## src/rtl/csvti_pkg.sv

```systemverilog
// Shared types and constants for the CSV column type inference block.
// No dependencies; imported by the controller, the datapath and the top level.
`default_nettype none

package csvti_pkg;

    typedef enum logic [1:0] {
        TYPE_INT    = 2'd0,
        TYPE_FLOAT  = 2'd1,
        TYPE_STRING = 2'd2
    } t_col_type;

    typedef enum logic [1:0] {
        PH_HEADER = 2'd0,
        PH_DATA   = 2'd1,
        PH_SKIP   = 2'd2
    } t_phase;

    localparam logic [7:0] CHAR_NL    = 8'h0A;
    localparam logic [7:0] CHAR_COMMA = 8'h2C;
    localparam logic [7:0] CHAR_MINUS = 8'h2D;
    localparam logic [7:0] CHAR_DOT   = 8'h2E;
    localparam logic [7:0] CHAR_ZERO  = 8'h30;
    localparam logic [7:0] CHAR_NINE  = 8'h39;

    localparam logic [7:0] RESET_ROWS = 8'd5;

    // Controller to datapath
    typedef struct packed {
        logic take;       // consume the byte on the input port
        logic fin_close;  // close the cell left open by the end byte
        logic wr;         // merge the pending class into the column store
        logic emit_rd;    // read the column store at the emission index
        logic emit_load;  // load the output payload register
        logic emit_adv;   // step to the next column
        logic clear;      // return to the start-of-file state
    } t_cmd;

    // Datapath to controller
    typedef struct packed {
        logic closes;     // the byte on the input port closes a cell
        logic fin_needed; // a data row is still open
        logic out_last;   // the loaded result is the final column
    } t_status;

endpackage

`default_nettype wire

```

## src/rtl/csvti_ram.sv

```systemverilog
// Generic single-port-write, single-port-read RAM with registered read data.
// No dependencies.
`default_nettype none

module csvti_ram #(
    parameter int WIDTH = 2,
    parameter int DEPTH = 32,
    localparam int AW = (DEPTH > 1) ? $clog2(DEPTH) : 1
) (
    input  wire logic             i_clk,
    input  wire logic             i_we,
    input  wire logic [AW-1:0]    i_waddr,
    input  wire logic [WIDTH-1:0] i_wdata,
    input  wire logic             i_re,
    input  wire logic [AW-1:0]    i_raddr,
    output logic      [WIDTH-1:0] o_rdata
);

    logic [WIDTH-1:0] r_mem [DEPTH];

    always_ff @(posedge i_clk) begin
        if (i_we) begin
            r_mem[i_waddr] <= i_wdata;
        end
        if (i_re) begin
            o_rdata <= r_mem[i_raddr];
        end
    end

endmodule

`default_nettype wire

```

## src/rtl/csvti_ctrl.sv

```systemverilog
// Sequencing state machine: byte intake, column store update, result emission.
// Depends on csvti_pkg for the command and status structs.
`default_nettype none

module csvti_ctrl (
    input  wire logic              i_clk,
    input  wire logic              i_rst_n,
    input  wire logic              i_in_valid,
    input  wire logic              i_end_of_file,
    output logic                   o_in_ready,
    output logic                   o_out_valid,
    input  wire logic              i_out_ready,
    output csvti_pkg::t_cmd        o_cmd,
    input  wire csvti_pkg::t_status i_status
);

    import csvti_pkg::*;

    typedef enum logic [2:0] {
        S_IDLE,
        S_WRITE,
        S_FIN,
        S_EMIT_RD,
        S_EMIT_LD,
        S_EMIT_WAIT
    } t_state;

    t_state r_state, n_state;
    logic   r_eof, n_eof;
    logic   r_out_valid, n_out_valid;

    assign o_in_ready  = (r_state == S_IDLE);
    assign o_out_valid = r_out_valid;

    always_comb begin
        n_state     = r_state;
        n_eof       = r_eof;
        n_out_valid = r_out_valid;
        o_cmd       = '0;
        case (r_state)
            S_IDLE: begin
                if (i_in_valid) begin
                    o_cmd.take = 1'b1;
                    n_eof      = i_end_of_file;
                    if (i_status.closes) begin
                        n_state = S_WRITE;
                    end else if (i_end_of_file) begin
                        n_state = S_FIN;
                    end
                end
            end
            S_WRITE: begin
                o_cmd.wr = 1'b1;
                n_state  = r_eof ? S_FIN : S_IDLE;
            end
            S_FIN: begin
                if (i_status.fin_needed) begin
                    o_cmd.fin_close = 1'b1;
                    n_state         = S_WRITE;
                end else begin
                    n_state = S_EMIT_RD;
                end
            end
            S_EMIT_RD: begin
                o_cmd.emit_rd = 1'b1;
                n_state       = S_EMIT_LD;
            end
            S_EMIT_LD: begin
                o_cmd.emit_load = 1'b1;
                n_out_valid     = 1'b1;
                n_state         = S_EMIT_WAIT;
            end
            S_EMIT_WAIT: begin
                if (i_out_ready) begin
                    n_out_valid = 1'b0;
                    if (i_status.out_last) begin
                        o_cmd.clear = 1'b1;
                        n_eof       = 1'b0;
                        n_state     = S_IDLE;
                    end else begin
                        o_cmd.emit_adv = 1'b1;
                        n_state        = S_EMIT_RD;
                    end
                end
            end
            default: begin
                n_state = S_IDLE;
            end
        endcase
    end

    always_ff @(posedge i_clk) begin
        if (!i_rst_n) begin
            r_state     <= S_IDLE;
            r_eof       <= 1'b0;
            r_out_valid <= 1'b0;
        end else begin
            r_state     <= n_state;
            r_eof       <= n_eof;
            r_out_valid <= n_out_valid;
        end
    end

endmodule

`default_nettype wire

```

## src/rtl/csvti_datapath.sv

```systemverilog
// Byte classing, row and column tracking, column type store and output payload.
// Depends on csvti_pkg and csvti_ram.
`default_nettype none

module csvti_datapath #(
    parameter int MAX_COLUMNS = 32
) (
    input  wire logic                  i_clk,
    input  wire logic                  i_rst_n,
    input  wire logic [7:0]            i_file_byte,
    input  wire logic                  i_cfg_wr_en,
    input  wire logic [7:0]            i_cfg_wr_data,
    input  wire csvti_pkg::t_cmd       i_cmd,
    output csvti_pkg::t_status         o_status,
    output logic [5:0]                 o_column_index,
    output logic [1:0]                 o_column_type,
    output logic                       o_last_column
);

    import csvti_pkg::*;

    localparam int CW = $clog2(MAX_COLUMNS + 1);
    localparam int AW = (MAX_COLUMNS > 1) ? $clog2(MAX_COLUMNS) : 1;

    function automatic t_col_type cell_class(input logic empty, input logic dot,
                                             input logic text);
        t_col_type cls;
        if (empty || text) begin
            cls = TYPE_STRING;
        end else if (dot) begin
            cls = TYPE_FLOAT;
        end else begin
            cls = TYPE_INT;
        end
        return cls;
    endfunction

    logic [7:0]             r_rows_to_sample;
    t_phase                 r_phase;
    logic [CW-1:0]          r_col_count;
    logic [CW-1:0]          r_cur_col;
    logic [7:0]             r_rows_seen;
    logic                   r_empty;
    logic                   r_dot;
    logic                   r_text;
    logic                   r_row_open;
    logic [MAX_COLUMNS-1:0] r_valid;
    logic [AW-1:0]          r_emit_idx;
    logic [CW-1:0]          r_pend_col;
    t_col_type              r_pend_cls;
    logic [5:0]             r_out_index;
    t_col_type              r_out_type;
    logic                   r_out_last;

    logic          is_nl, is_comma, is_dot, is_num;
    logic          row_skip;
    logic [CW-1:0] col_eff;
    t_col_type     cur_cls;
    logic [AW-1:0] pend_idx;
    logic          ram_we, ram_re;
    logic [AW-1:0] ram_raddr;
    logic [1:0]    ram_rdata;
    t_col_type     old_type, merged_type;
    logic          emit_last;

    assign is_nl    = (i_file_byte == CHAR_NL);
    assign is_comma = (i_file_byte == CHAR_COMMA);
    assign is_dot   = (i_file_byte == CHAR_DOT);
    assign is_num   = (i_file_byte inside {[CHAR_ZERO:CHAR_NINE]}) ||
                      (i_file_byte == CHAR_MINUS);

    // A row opens on its first byte, unless the sample budget is spent.
    assign row_skip = !r_row_open && (r_rows_seen >= r_rows_to_sample);
    assign col_eff  = r_row_open ? r_cur_col : '0;
    assign cur_cls  = cell_class(r_empty, r_dot, r_text);

    assign o_status.closes     = (r_phase == PH_DATA) && !row_skip && (is_nl || is_comma);
    assign o_status.fin_needed = (r_phase == PH_DATA) && r_row_open;
    assign o_status.out_last   = r_out_last;

    // Column store: read on intake, write the widened class in the cycle after.
    assign pend_idx  = r_pend_col[AW-1:0];
    assign ram_re    = i_cmd.take || i_cmd.fin_close || i_cmd.emit_rd;
    assign ram_we    = i_cmd.wr && (r_pend_col < r_col_count);
    always_comb begin
        if (i_cmd.emit_rd) begin
            ram_raddr = r_emit_idx;
        end else if (i_cmd.fin_close) begin
            ram_raddr = r_cur_col[AW-1:0];
        end else begin
            ram_raddr = col_eff[AW-1:0];
        end
    end

    assign old_type    = r_valid[pend_idx] ? t_col_type'(ram_rdata) : TYPE_INT;
    assign merged_type = (r_pend_cls > old_type) ? r_pend_cls : old_type;

    csvti_ram #(
        .WIDTH (2),
        .DEPTH (MAX_COLUMNS)
    ) u_store (
        .i_clk   (i_clk),
        .i_we    (ram_we),
        .i_waddr (pend_idx),
        .i_wdata (merged_type),
        .i_re    (ram_re),
        .i_raddr (ram_raddr),
        .o_rdata (ram_rdata)
    );

    assign emit_last = ((CW'(r_emit_idx) + CW'(1)) == r_col_count);

    always_ff @(posedge i_clk) begin
        if (!i_rst_n) begin
            r_rows_to_sample <= RESET_ROWS;
            r_phase          <= PH_HEADER;
            r_col_count      <= CW'(1);
            r_cur_col        <= '0;
            r_rows_seen      <= '0;
            r_empty          <= 1'b1;
            r_dot            <= 1'b0;
            r_text           <= 1'b0;
            r_row_open       <= 1'b0;
            r_valid          <= '0;
            r_emit_idx       <= '0;
        end else begin
            if (i_cfg_wr_en) begin
                r_rows_to_sample <= i_cfg_wr_data;
            end
            if (i_cmd.clear) begin
                r_phase     <= PH_HEADER;
                r_col_count <= CW'(1);
                r_cur_col   <= '0;
                r_rows_seen <= '0;
                r_empty     <= 1'b1;
                r_dot       <= 1'b0;
                r_text      <= 1'b0;
                r_row_open  <= 1'b0;
                r_valid     <= '0;
                r_emit_idx  <= '0;
            end else if (i_cmd.take) begin
                case (r_phase)
                    PH_HEADER: begin
                        if (is_nl) begin
                            r_phase <= PH_DATA;
                        end else if (is_comma && (r_col_count < CW'(MAX_COLUMNS))) begin
                            r_col_count <= r_col_count + CW'(1);
                        end
                    end
                    PH_DATA: begin
                        if (row_skip) begin
                            r_phase <= PH_SKIP;
                        end else begin
                            if (!r_row_open) begin
                                r_rows_seen <= r_rows_seen + 8'd1;
                            end
                            if (is_nl || is_comma) begin
                                r_empty <= 1'b1;
                                r_dot   <= 1'b0;
                                r_text  <= 1'b0;
                            end else begin
                                r_empty <= 1'b0;
                                if (is_dot) begin
                                    r_dot <= 1'b1;
                                end else if (!is_num) begin
                                    r_text <= 1'b1;
                                end
                            end
                            if (is_nl) begin
                                r_row_open <= 1'b0;
                                r_cur_col  <= '0;
                            end else begin
                                r_row_open <= 1'b1;
                                if (is_comma && (col_eff < CW'(MAX_COLUMNS))) begin
                                    r_cur_col <= col_eff + CW'(1);
                                end else begin
                                    r_cur_col <= col_eff;
                                end
                            end
                        end
                    end
                    default: begin
                    end
                endcase
            end else if (i_cmd.fin_close) begin
                r_row_open <= 1'b0;
                r_empty    <= 1'b1;
                r_dot      <= 1'b0;
                r_text     <= 1'b0;
            end else if (i_cmd.emit_adv) begin
                r_emit_idx <= r_emit_idx + AW'(1);
            end
            if (ram_we) begin
                r_valid[pend_idx] <= 1'b1;
            end
        end
    end

    // Pending close and output payload need no reset.
    always_ff @(posedge i_clk) begin
        if (i_cmd.take) begin
            r_pend_col <= col_eff;
            r_pend_cls <= cur_cls;
        end else if (i_cmd.fin_close) begin
            r_pend_col <= r_cur_col;
            r_pend_cls <= cur_cls;
        end
        if (i_cmd.emit_load) begin
            r_out_index <= 6'(r_emit_idx);
            r_out_type  <= r_valid[r_emit_idx] ? t_col_type'(ram_rdata) : TYPE_INT;
            r_out_last  <= emit_last;
        end
    end

    assign o_column_index = r_out_index;
    assign o_column_type  = r_out_type;
    assign o_last_column  = r_out_last;

endmodule

`default_nettype wire

```

## src/rtl/csv_column_type_inference.sv

```systemverilog
// CSV column type inference. Feed the file one byte per input transaction and
// flag the final byte with end_of_file. The first line's commas set the column
// count (saturating at MAX_COLUMNS); the next rows_to_sample lines are classed
// cell by cell as integer, float or string, each column keeping the widest
// class seen. After the end byte the block returns one result transaction per
// column in index order, the last one marked, then starts over for the next
// file with rows_to_sample kept. Sequencing: a byte that closes a cell (comma
// or newline in a sampled row) is followed by a write step, because the column
// type store is updated by a read-modify-write through its registered read port.
// The end byte is then followed by a check for a cell left open, which is closed
// through the same write step; then each result goes through a store read, a
// payload load and the output handshake, which waits while the output side
// holds ready low. No input is taken while results drain.
// Depends on csvti_pkg, csvti_ctrl, csvti_datapath and csvti_ram.
`default_nettype none

module csv_column_type_inference #(
    parameter int MAX_COLUMNS = 32
) (
    input  wire logic       i_clk,
    input  wire logic       i_rst_n,
    // configuration: rows_to_sample
    input  wire logic       i_cfg_wr_en,
    input  wire logic [7:0] i_cfg_wr_data,
    // byte input channel
    input  wire logic       i_in_valid,
    output logic            o_in_ready,
    input  wire logic [7:0] i_file_byte,
    input  wire logic       i_end_of_file,
    // result channel
    output logic            o_out_valid,
    input  wire logic       i_out_ready,
    output logic [5:0]      o_column_index,
    output logic [1:0]      o_column_type,
    output logic            o_last_column
);

    import csvti_pkg::*;

    t_cmd    cmd;
    t_status status;

    // Controller: hold the input while a cell update or emission is running.
    csvti_ctrl u_ctrl (
        .i_clk         (i_clk),
        .i_rst_n       (i_rst_n),
        .i_in_valid    (i_in_valid),
        .i_end_of_file (i_end_of_file),
        .o_in_ready    (o_in_ready),
        .o_out_valid   (o_out_valid),
        .i_out_ready   (i_out_ready),
        .o_cmd         (cmd),
        .i_status      (status)
    );

    // Datapath: class bytes, track rows and columns, own the type store.
    csvti_datapath #(
        .MAX_COLUMNS (MAX_COLUMNS)
    ) u_datapath (
        .i_clk          (i_clk),
        .i_rst_n        (i_rst_n),
        .i_file_byte    (i_file_byte),
        .i_cfg_wr_en    (i_cfg_wr_en),
        .i_cfg_wr_data  (i_cfg_wr_data),
        .i_cmd          (cmd),
        .o_status       (status),
        .o_column_index (o_column_index),
        .o_column_type  (o_column_type),
        .o_last_column  (o_last_column)
    );

endmodule

`default_nettype wire

```

## config.mk

```make
export PLATFORM = sky130hd
export DESIGN_NAME = csv_column_type_inference
export DESIGN_NICKNAME = d
export VERILOG_FILES = /design/src/rtl/csvti_pkg.sv /design/src/rtl/csvti_ram.sv /design/src/rtl/csvti_ctrl.sv /design/src/rtl/csvti_datapath.sv /design/src/rtl/csv_column_type_inference.sv
export SDC_FILE = /design/constraint.sdc
export NUM_CORES = 1
export LEC_CHECK = 0
export BUFFER_PORTS_ARGS = -buffer_cell sky130_fd_sc_hd__buf_2
export CAP_MARGIN = 10
export CORE_ASPECT_RATIO = 1.4
export CORE_UTILIZATION = 45
export CTS_CLUSTER_DIAMETER = 50
export DETAILED_ROUTE_END_ITERATION = 12
export PLACE_DENSITY = 0.57
export SKIP_LAST_GASP = 1
export SLEW_MARGIN = 20
export SYNTH_ARGS = -nofsm -noshare
export SYNTH_HDL_FRONTEND = slang
export SYNTH_SLANG_ARGS = --single-unit
```

## constraint.sdc

```tcl
create_clock -name i_clk -period 3.4 [get_ports i_clk]
set_clock_uncertainty 0.2 [all_clocks]
set_input_delay 0 -clock i_clk [delete_from_list [all_inputs] [get_ports i_clk]]
set_output_delay 0 -clock i_clk [all_outputs]
set_load 0.05 [all_outputs]
```

* Word level (Yosys, flattened, before mapping)
Memories as Yosys holds them, arrays and structs flattened. A register that Yosys moved wholly into a read port is not among the register bits. Index checks and enable logic that the tools add are counted.
Storage, ports and cells: register bits 92, memory bits (writable) 64, input port bits 22, output and inout bits 11, memories kept 1
Memory list:
- u_datapath.u_store.r_mem | words 32, width 2, rd ports 1, clocked after Yosys merged registers in 1, write ports 1, line csvti_ram.sv:19 | logic [WIDTH-1:0] r_mem [DEPTH];
Operators by class: $add $sub $neg 5, magnitude comparators 10, eq/ne operators 22, muxes and demuxes 73, bitwise operators 7, reduce and logical (&&, ||, !) cells 34
Operators by type and width (count):
- $mux W32 | 3
- $mux W1 | 40
- $or A32 B32 Y32 | 1
- $mux W6 | 5
- $eq A8 B6 Y1 const B | 3
- $mux W2 | 12
- $reduce_and A4 Y1 | 5
- $pmux W3 S6 | 1
- $add A6 B1 Y6 const B | 2
- $lt A5 B6 Y1 const B | 2
- $lt A6 B6 Y1 const B | 2
- $mux W3 | 4
- $reduce_and A3 Y1 | 4
- $bmux W1 S5 | 2
- $mux W5 | 2
- $logic_and A1 B1 Y1 | 9
- $ne A3 B3 Y1 const B | 3
- $add A8 B1 Y8 const B | 1
- $eq A8 B4 Y1 const B | 1
- $ge A8 B6 Y1 const B | 1
- $ge A8 B8 Y1 | 1
- $le A8 B6 Y1 const B | 1
- $ne A2 B2 Y1 const B | 4
- $reduce_bool A2 Y1 | 4
- other kinds (23) | 38

* Logic depth before layout (Yosys ltp)
depth in word-level cells 9, gate-level depth with buffers 12, mapped depth without buffers 10

* Cells and area by module
A second synthesis with hierarchy kept.
Unflattened totals: cell total of the unflattened synthesis 734, area, all modules 8067.7 sq um
Modules (own cells, without submodules):
- csvti_datapath | instances 1, cells an instance 500, area an instance 4903.5 sq um, seq. area each 1901.8 sq um
- csvti_ram | instances 1, cells an instance 184, area an instance 2803.9 sq um, seq. area each 1981.9 sq um
- csvti_ctrl | instances 1, cells an instance 50, area an instance 360.3 sq um, seq. area each 100.1 sq um

* Worst setup path after synthesis
OpenSTA, ideal clock, no wires.
path type reg2reg, start reg u_datapath.r_pend_col[1], end mem u_datapath.u_store.r_mem[0][0] (data pin), setup time 0.392 ns, data arrival time 2.542 ns, data required time 2.808 ns, slack 0.266 ns, stages on the path, launching flop included 11, period minus slack after synthesis 3.134 ns, path through edfxtp_1 -> buf_6 -> mux4_2 -> nor3b_1 -> a211oi_1 -> o211ai_1 -> and2_1 -> ha_1 -> a211oi_1 -> a311oi_1 -> nand2_1
On the way: longest elaborated chain between the ends 5
RTL lines:
- start, declared | line csvti_datapath.sv:49 | logic [CW-1:0] r_pend_col;
- start signal, assigned | line csvti_datapath.sv:202 | r_pend_col <= col_eff;
- start signal, assigned | line csvti_datapath.sv:205 | r_pend_col <= r_cur_col;
- $bmux W1 S5 (*) | line csvti_datapath.sv:95 | assign old_type = r_valid[pend_idx] ? t_col_type'(ram_rdata) : TYPE_INT;
- $mux W1 (implied by the code) (*) | line csvti_datapath.sv:95
- $mux W2 (*) | line csvti_datapath.sv:95
- $gt A2 B2 Y1 | line csvti_datapath.sv:96 | assign merged_type = (r_pend_cls > old_type) ? r_pend_cls : old_type;
- $mux W2 (*) | line csvti_datapath.sv:96
- via u_datapath.merged_type[0] | line csvti_datapath.sv:63 | t_col_type old_type, merged_type;
- end, declared | line csvti_ram.sv:19
Mark *: on every way through the listed nets, which the timed path passes. The rest lies on a longest branch. The select of a mux whose other input is x is not followed.

* Worst setup path after layout
start reg u_datapath.r_pend_col[2], end mem u_datapath.u_store.r_mem[3][0] (data pin)
The elaborated chain is that of the path after synthesis.

==> flow_metrics.env <==
export IMPL_status="finished, final reports clean"
export IMPL_ys_types=68
export IMPL_drt_met1_wl_um=8010
export IMPL_yosys_top_cells_area="edfxtp_1 (31%), dfxtp_1 (19%), mux2i_1 (7.3%)"
export IMPL_grt_max_degree=39
export IMPL_cts_tree="done"
export IMPL_overflow=0
export IMPL_ys_flop_type="edfxtp_1"
export IMPL_switchingPower_mw=1.01
export IMPL_fill_cells=1537
export IMPL_cts_clk_slew_worst_paths_ns=0.06
export IMPL_hold_viol=0
export IMPL_slowest_delay_ns=0.58
export IMPL_syn_nets=760
export IMPL_drive_gt1_share_pct=16.9
export IMPL_netlist_area_leader_share_pct=30.6
export IMPL_power_total_mw=4.31
export IMPL_dp_final_hpwl_um=13700
export IMPL_max_freq_ghz=0.316
export IMPL_antennaDiodeCount=0
export IMPL_power_internal_mw=3.29
export IMPL_combPwrFrac_pct=8.4
export IMPL_drt_iter0_markers=435
export IMPL_grt_pass1_vias=6120
export IMPL_multi_input_area_mm2=0.00371
export IMPL_synth_edf_count=82
export IMPL_fin_hold_ws_ns=0.0157
export IMPL_dieHeight_um=160
export IMPL_clockBufferDepth=2
export IMPL_yosysMostFrequentCell="edfxtp_1"
export IMPL_wire_per_inst_um=18.8
export IMPL_synth_top_cell_by_area="edfxtp_1"
export IMPL_period_share_pct=93.0
export IMPL_finalSetupViolations=0
export IMPL_rsz0062_at_grt="false"
export IMPL_worstPathArrival_ns=3.12
export IMPL_ir_worst_vdd_mv=0.271
export IMPL_cp_cell_sequence="buf_4 -> nand2_1 -> o22ai_1 -> a211oi_1 -> o211ai_1 -> and2_1 -> ha_1 -> a211oi_1 -> a311oi_1 -> nand2_1 -> buf_6"
export IMPL_postSynthCellCount=718
export IMPL_antenna_found_initial=0
export IMPL_rows=57
export IMPL_cp_slowest_cell="edfxtp_1"
export IMPL_syn_to_final_growth_pct=17.7
export IMPL_powerDensity_mw_per_mm2=455
export IMPL_seq_area_frac_synth_pct=49.5
export IMPL_initial_core_util_pct=46.2
export IMPL_p_leak_nw=3.66
export IMPL_cts_inserted_buffers=17
export IMPL_wl_met2_um=10300
export IMPL_cts_root_buf="clkbuf_16"
export IMPL_num_io_pins=33
export IMPL_maxCapViolCount=0
export IMPL_report_final_slew_viol_count=0
export IMPL_crit_buf_inv=2
export IMPL_place_congestion=0.821
export IMPL_start_kind="flip-flop"
export IMPL_slew_headroom_pct=41.3
export IMPL_clock_latency_ns=0.43
export IMPL_vias=5939
export IMPL_wl_um=19500
export IMPL_final_min_clock_period_ns=3.16
export IMPL_nets=829
export IMPL_synth_common_cells="edfxtp_1 (82), dfxtp_1 (76), mux2i_1 (59)"
export IMPL_crit_required_ns=3.35
export IMPL_grt_pass1_wl_um=31700
export IMPL_core_mm2=0.0174
export IMPL_tns_ns=0
export IMPL_dieArea_mm2=0.0184
export IMPL_htreeDepth=4
export IMPL_ys_ff_latch=158
export IMPL_cp_max_fo=32
export IMPL_numClockSinks=158
export IMPL_syn_area_mm2=0.00805
export IMPL_met3WireLength_um=816
export IMPL_track_usage_pct=22.6
export IMPL_path_delay_family="compound AO/OA/AOI/OAI gates"
export IMPL_post_synth_cell_area_avg_um2=11.2
export IMPL_hold_path_class="in -> reg"
export IMPL_seqPwrFrac_pct=47.7
export IMPL_ant_nets=0
export IMPL_tightest_slew_ns=0.877
export IMPL_critPathCaptureType="flip-flop"
export IMPL_portBuffers=31
export IMPL_worstSetupPathType="reg -> reg"
export IMPL_drc=0
export IMPL_regArea_mm2=0.00398
export IMPL_pwr_share_clk_pct=44.0
export IMPL_synthArstFlopShare_pct=0
export IMPL_dieWidth_um=115
export IMPL_p_sw_share_pct=23.5
export IMPL_avgViaCountPerCell=5.73
export IMPL_synth_warnings=0
export IMPL_first_pass_iters=5
export IMPL_topRoutingLayerUsed="met4"
through the flow:
step / area [um2] / util [%] / worst slack, ns / std cells
after floorplan: 8050 / - / 0.266 / 718
after global placement: 8500 / 48.8 / 0.187 / 966
after detailed placement: 8500 / 48.8 / 0.145 / 966
after CTS: 9450 / 54.3 / 0.128 / 1034
after global routing: 9470 / 54.4 / 0.0342 / 1036
final: 9470 / 54.4 / 0.238 / 1036
logic make-up after synthesis:
kind of cell	after synthesis	synth area share (%)
compound gates	117	11.0
other cells	1	0.0466
xor+xnor	20	2.18
fa+ha+maj	20	3.11
buf+inv	78	4.52
simple gates	241	16.2
mux	83	13.4
flops	158	49.5
power by group through the flow:
stage	logic [mW]	registers, mW	clock network, mW
floorplan	0.220	2.08	0
global placement	0.308	2.09	0
detailed placement	0.316	2.10	0
CTS	0.352	2.05	1.92
global route	0.390	2.05	2.00
finish	0.360	2.05	1.89
cell type report:
cell class | instances | area share [%]
sequential | 158 | 42.1
multi-input combinational | 482 | 39.1
inverter | 29 | 1.15
tap | 236 | 3.12
timing repair buffer | 99 | 8.28
clock buffer | 20 | 4.82
clock inverter | 12 | 1.44
worst paths after layout:
path,start,endpoint,slack (ns),cells past startpoint
setup reg to reg,u_datapath.r_pend_col[2],u_datapath.u_store.r_mem[3][0],0.24,11
hold / removal,i_file_byte[4],u_datapath.r_row_open,0.02,4
setup / recovery,u_datapath.r_pend_col[2],u_datapath.u_store.r_mem[3][0],0.24,11
hold reg to reg,u_datapath.r_emit_idx[0],u_datapath.o_column_index[0],0.23,0
routing by layer:
layer | GRT usage [%] | vias to the layer above
li1 | - | 2853
met1 | 26.2 | 2894
met2 | 40.4 | 166
met3 | 5.05 | 26
met4 | 7.79 | 0
met5 | 0 | -
cell usage in the layout (no fill, tap or decap), types with 12 or more instances in the layout:
cell type,count
clkbuf_16,17
nand2_1,50
ha_1,20
edfxtp_1,82
buf_2,31
nor4_1,23
a21oi_1,25
nand3_1,20
inv_1,29
a32o_1,24
o21ai_0,12
mux4_2,18
nor2b_1,15
dfxtp_1,76
nor2_1,50
dlygate4sd3_1,36
nor3_1,18
buf_4,29
mux2i_1,59
repair_timing:
item	4_1_cts	5_1_grt
hold buffers	36	0
buffers inserted	0	2
endpoints found under the hold margin	39	0
endpoints found under the setup margin	0	32
resized for setup	0	2
state kept, by name, indices dropped and copies added, names as in the netlist, 2 cells and up:
register	flops
u_datapath.o_column_type	2
u_datapath.r_phase	2
u_datapath.r_valid	32
u_datapath.u_store.o_rdata	2
u_datapath.r_col_count	6
u_datapath.r_rows_seen	8
u_datapath.o_column_index	5
u_datapath.r_emit_idx	5
u_datapath.r_rows_to_sample	8
u_datapath.r_cur_col	6
u_datapath.r_pend_cls	2
u_ctrl.r_state	3
u_datapath.r_pend_col	6
u_datapath.u_store.r_mem	64
worst min-delay path: stages:
cell	delay (ns)
buf_2	0.10
nand4b_1	0.29
nand2_1	0.08
a21oi_1	0.13
No activity file was read; power rests on OpenSTA's default activity.
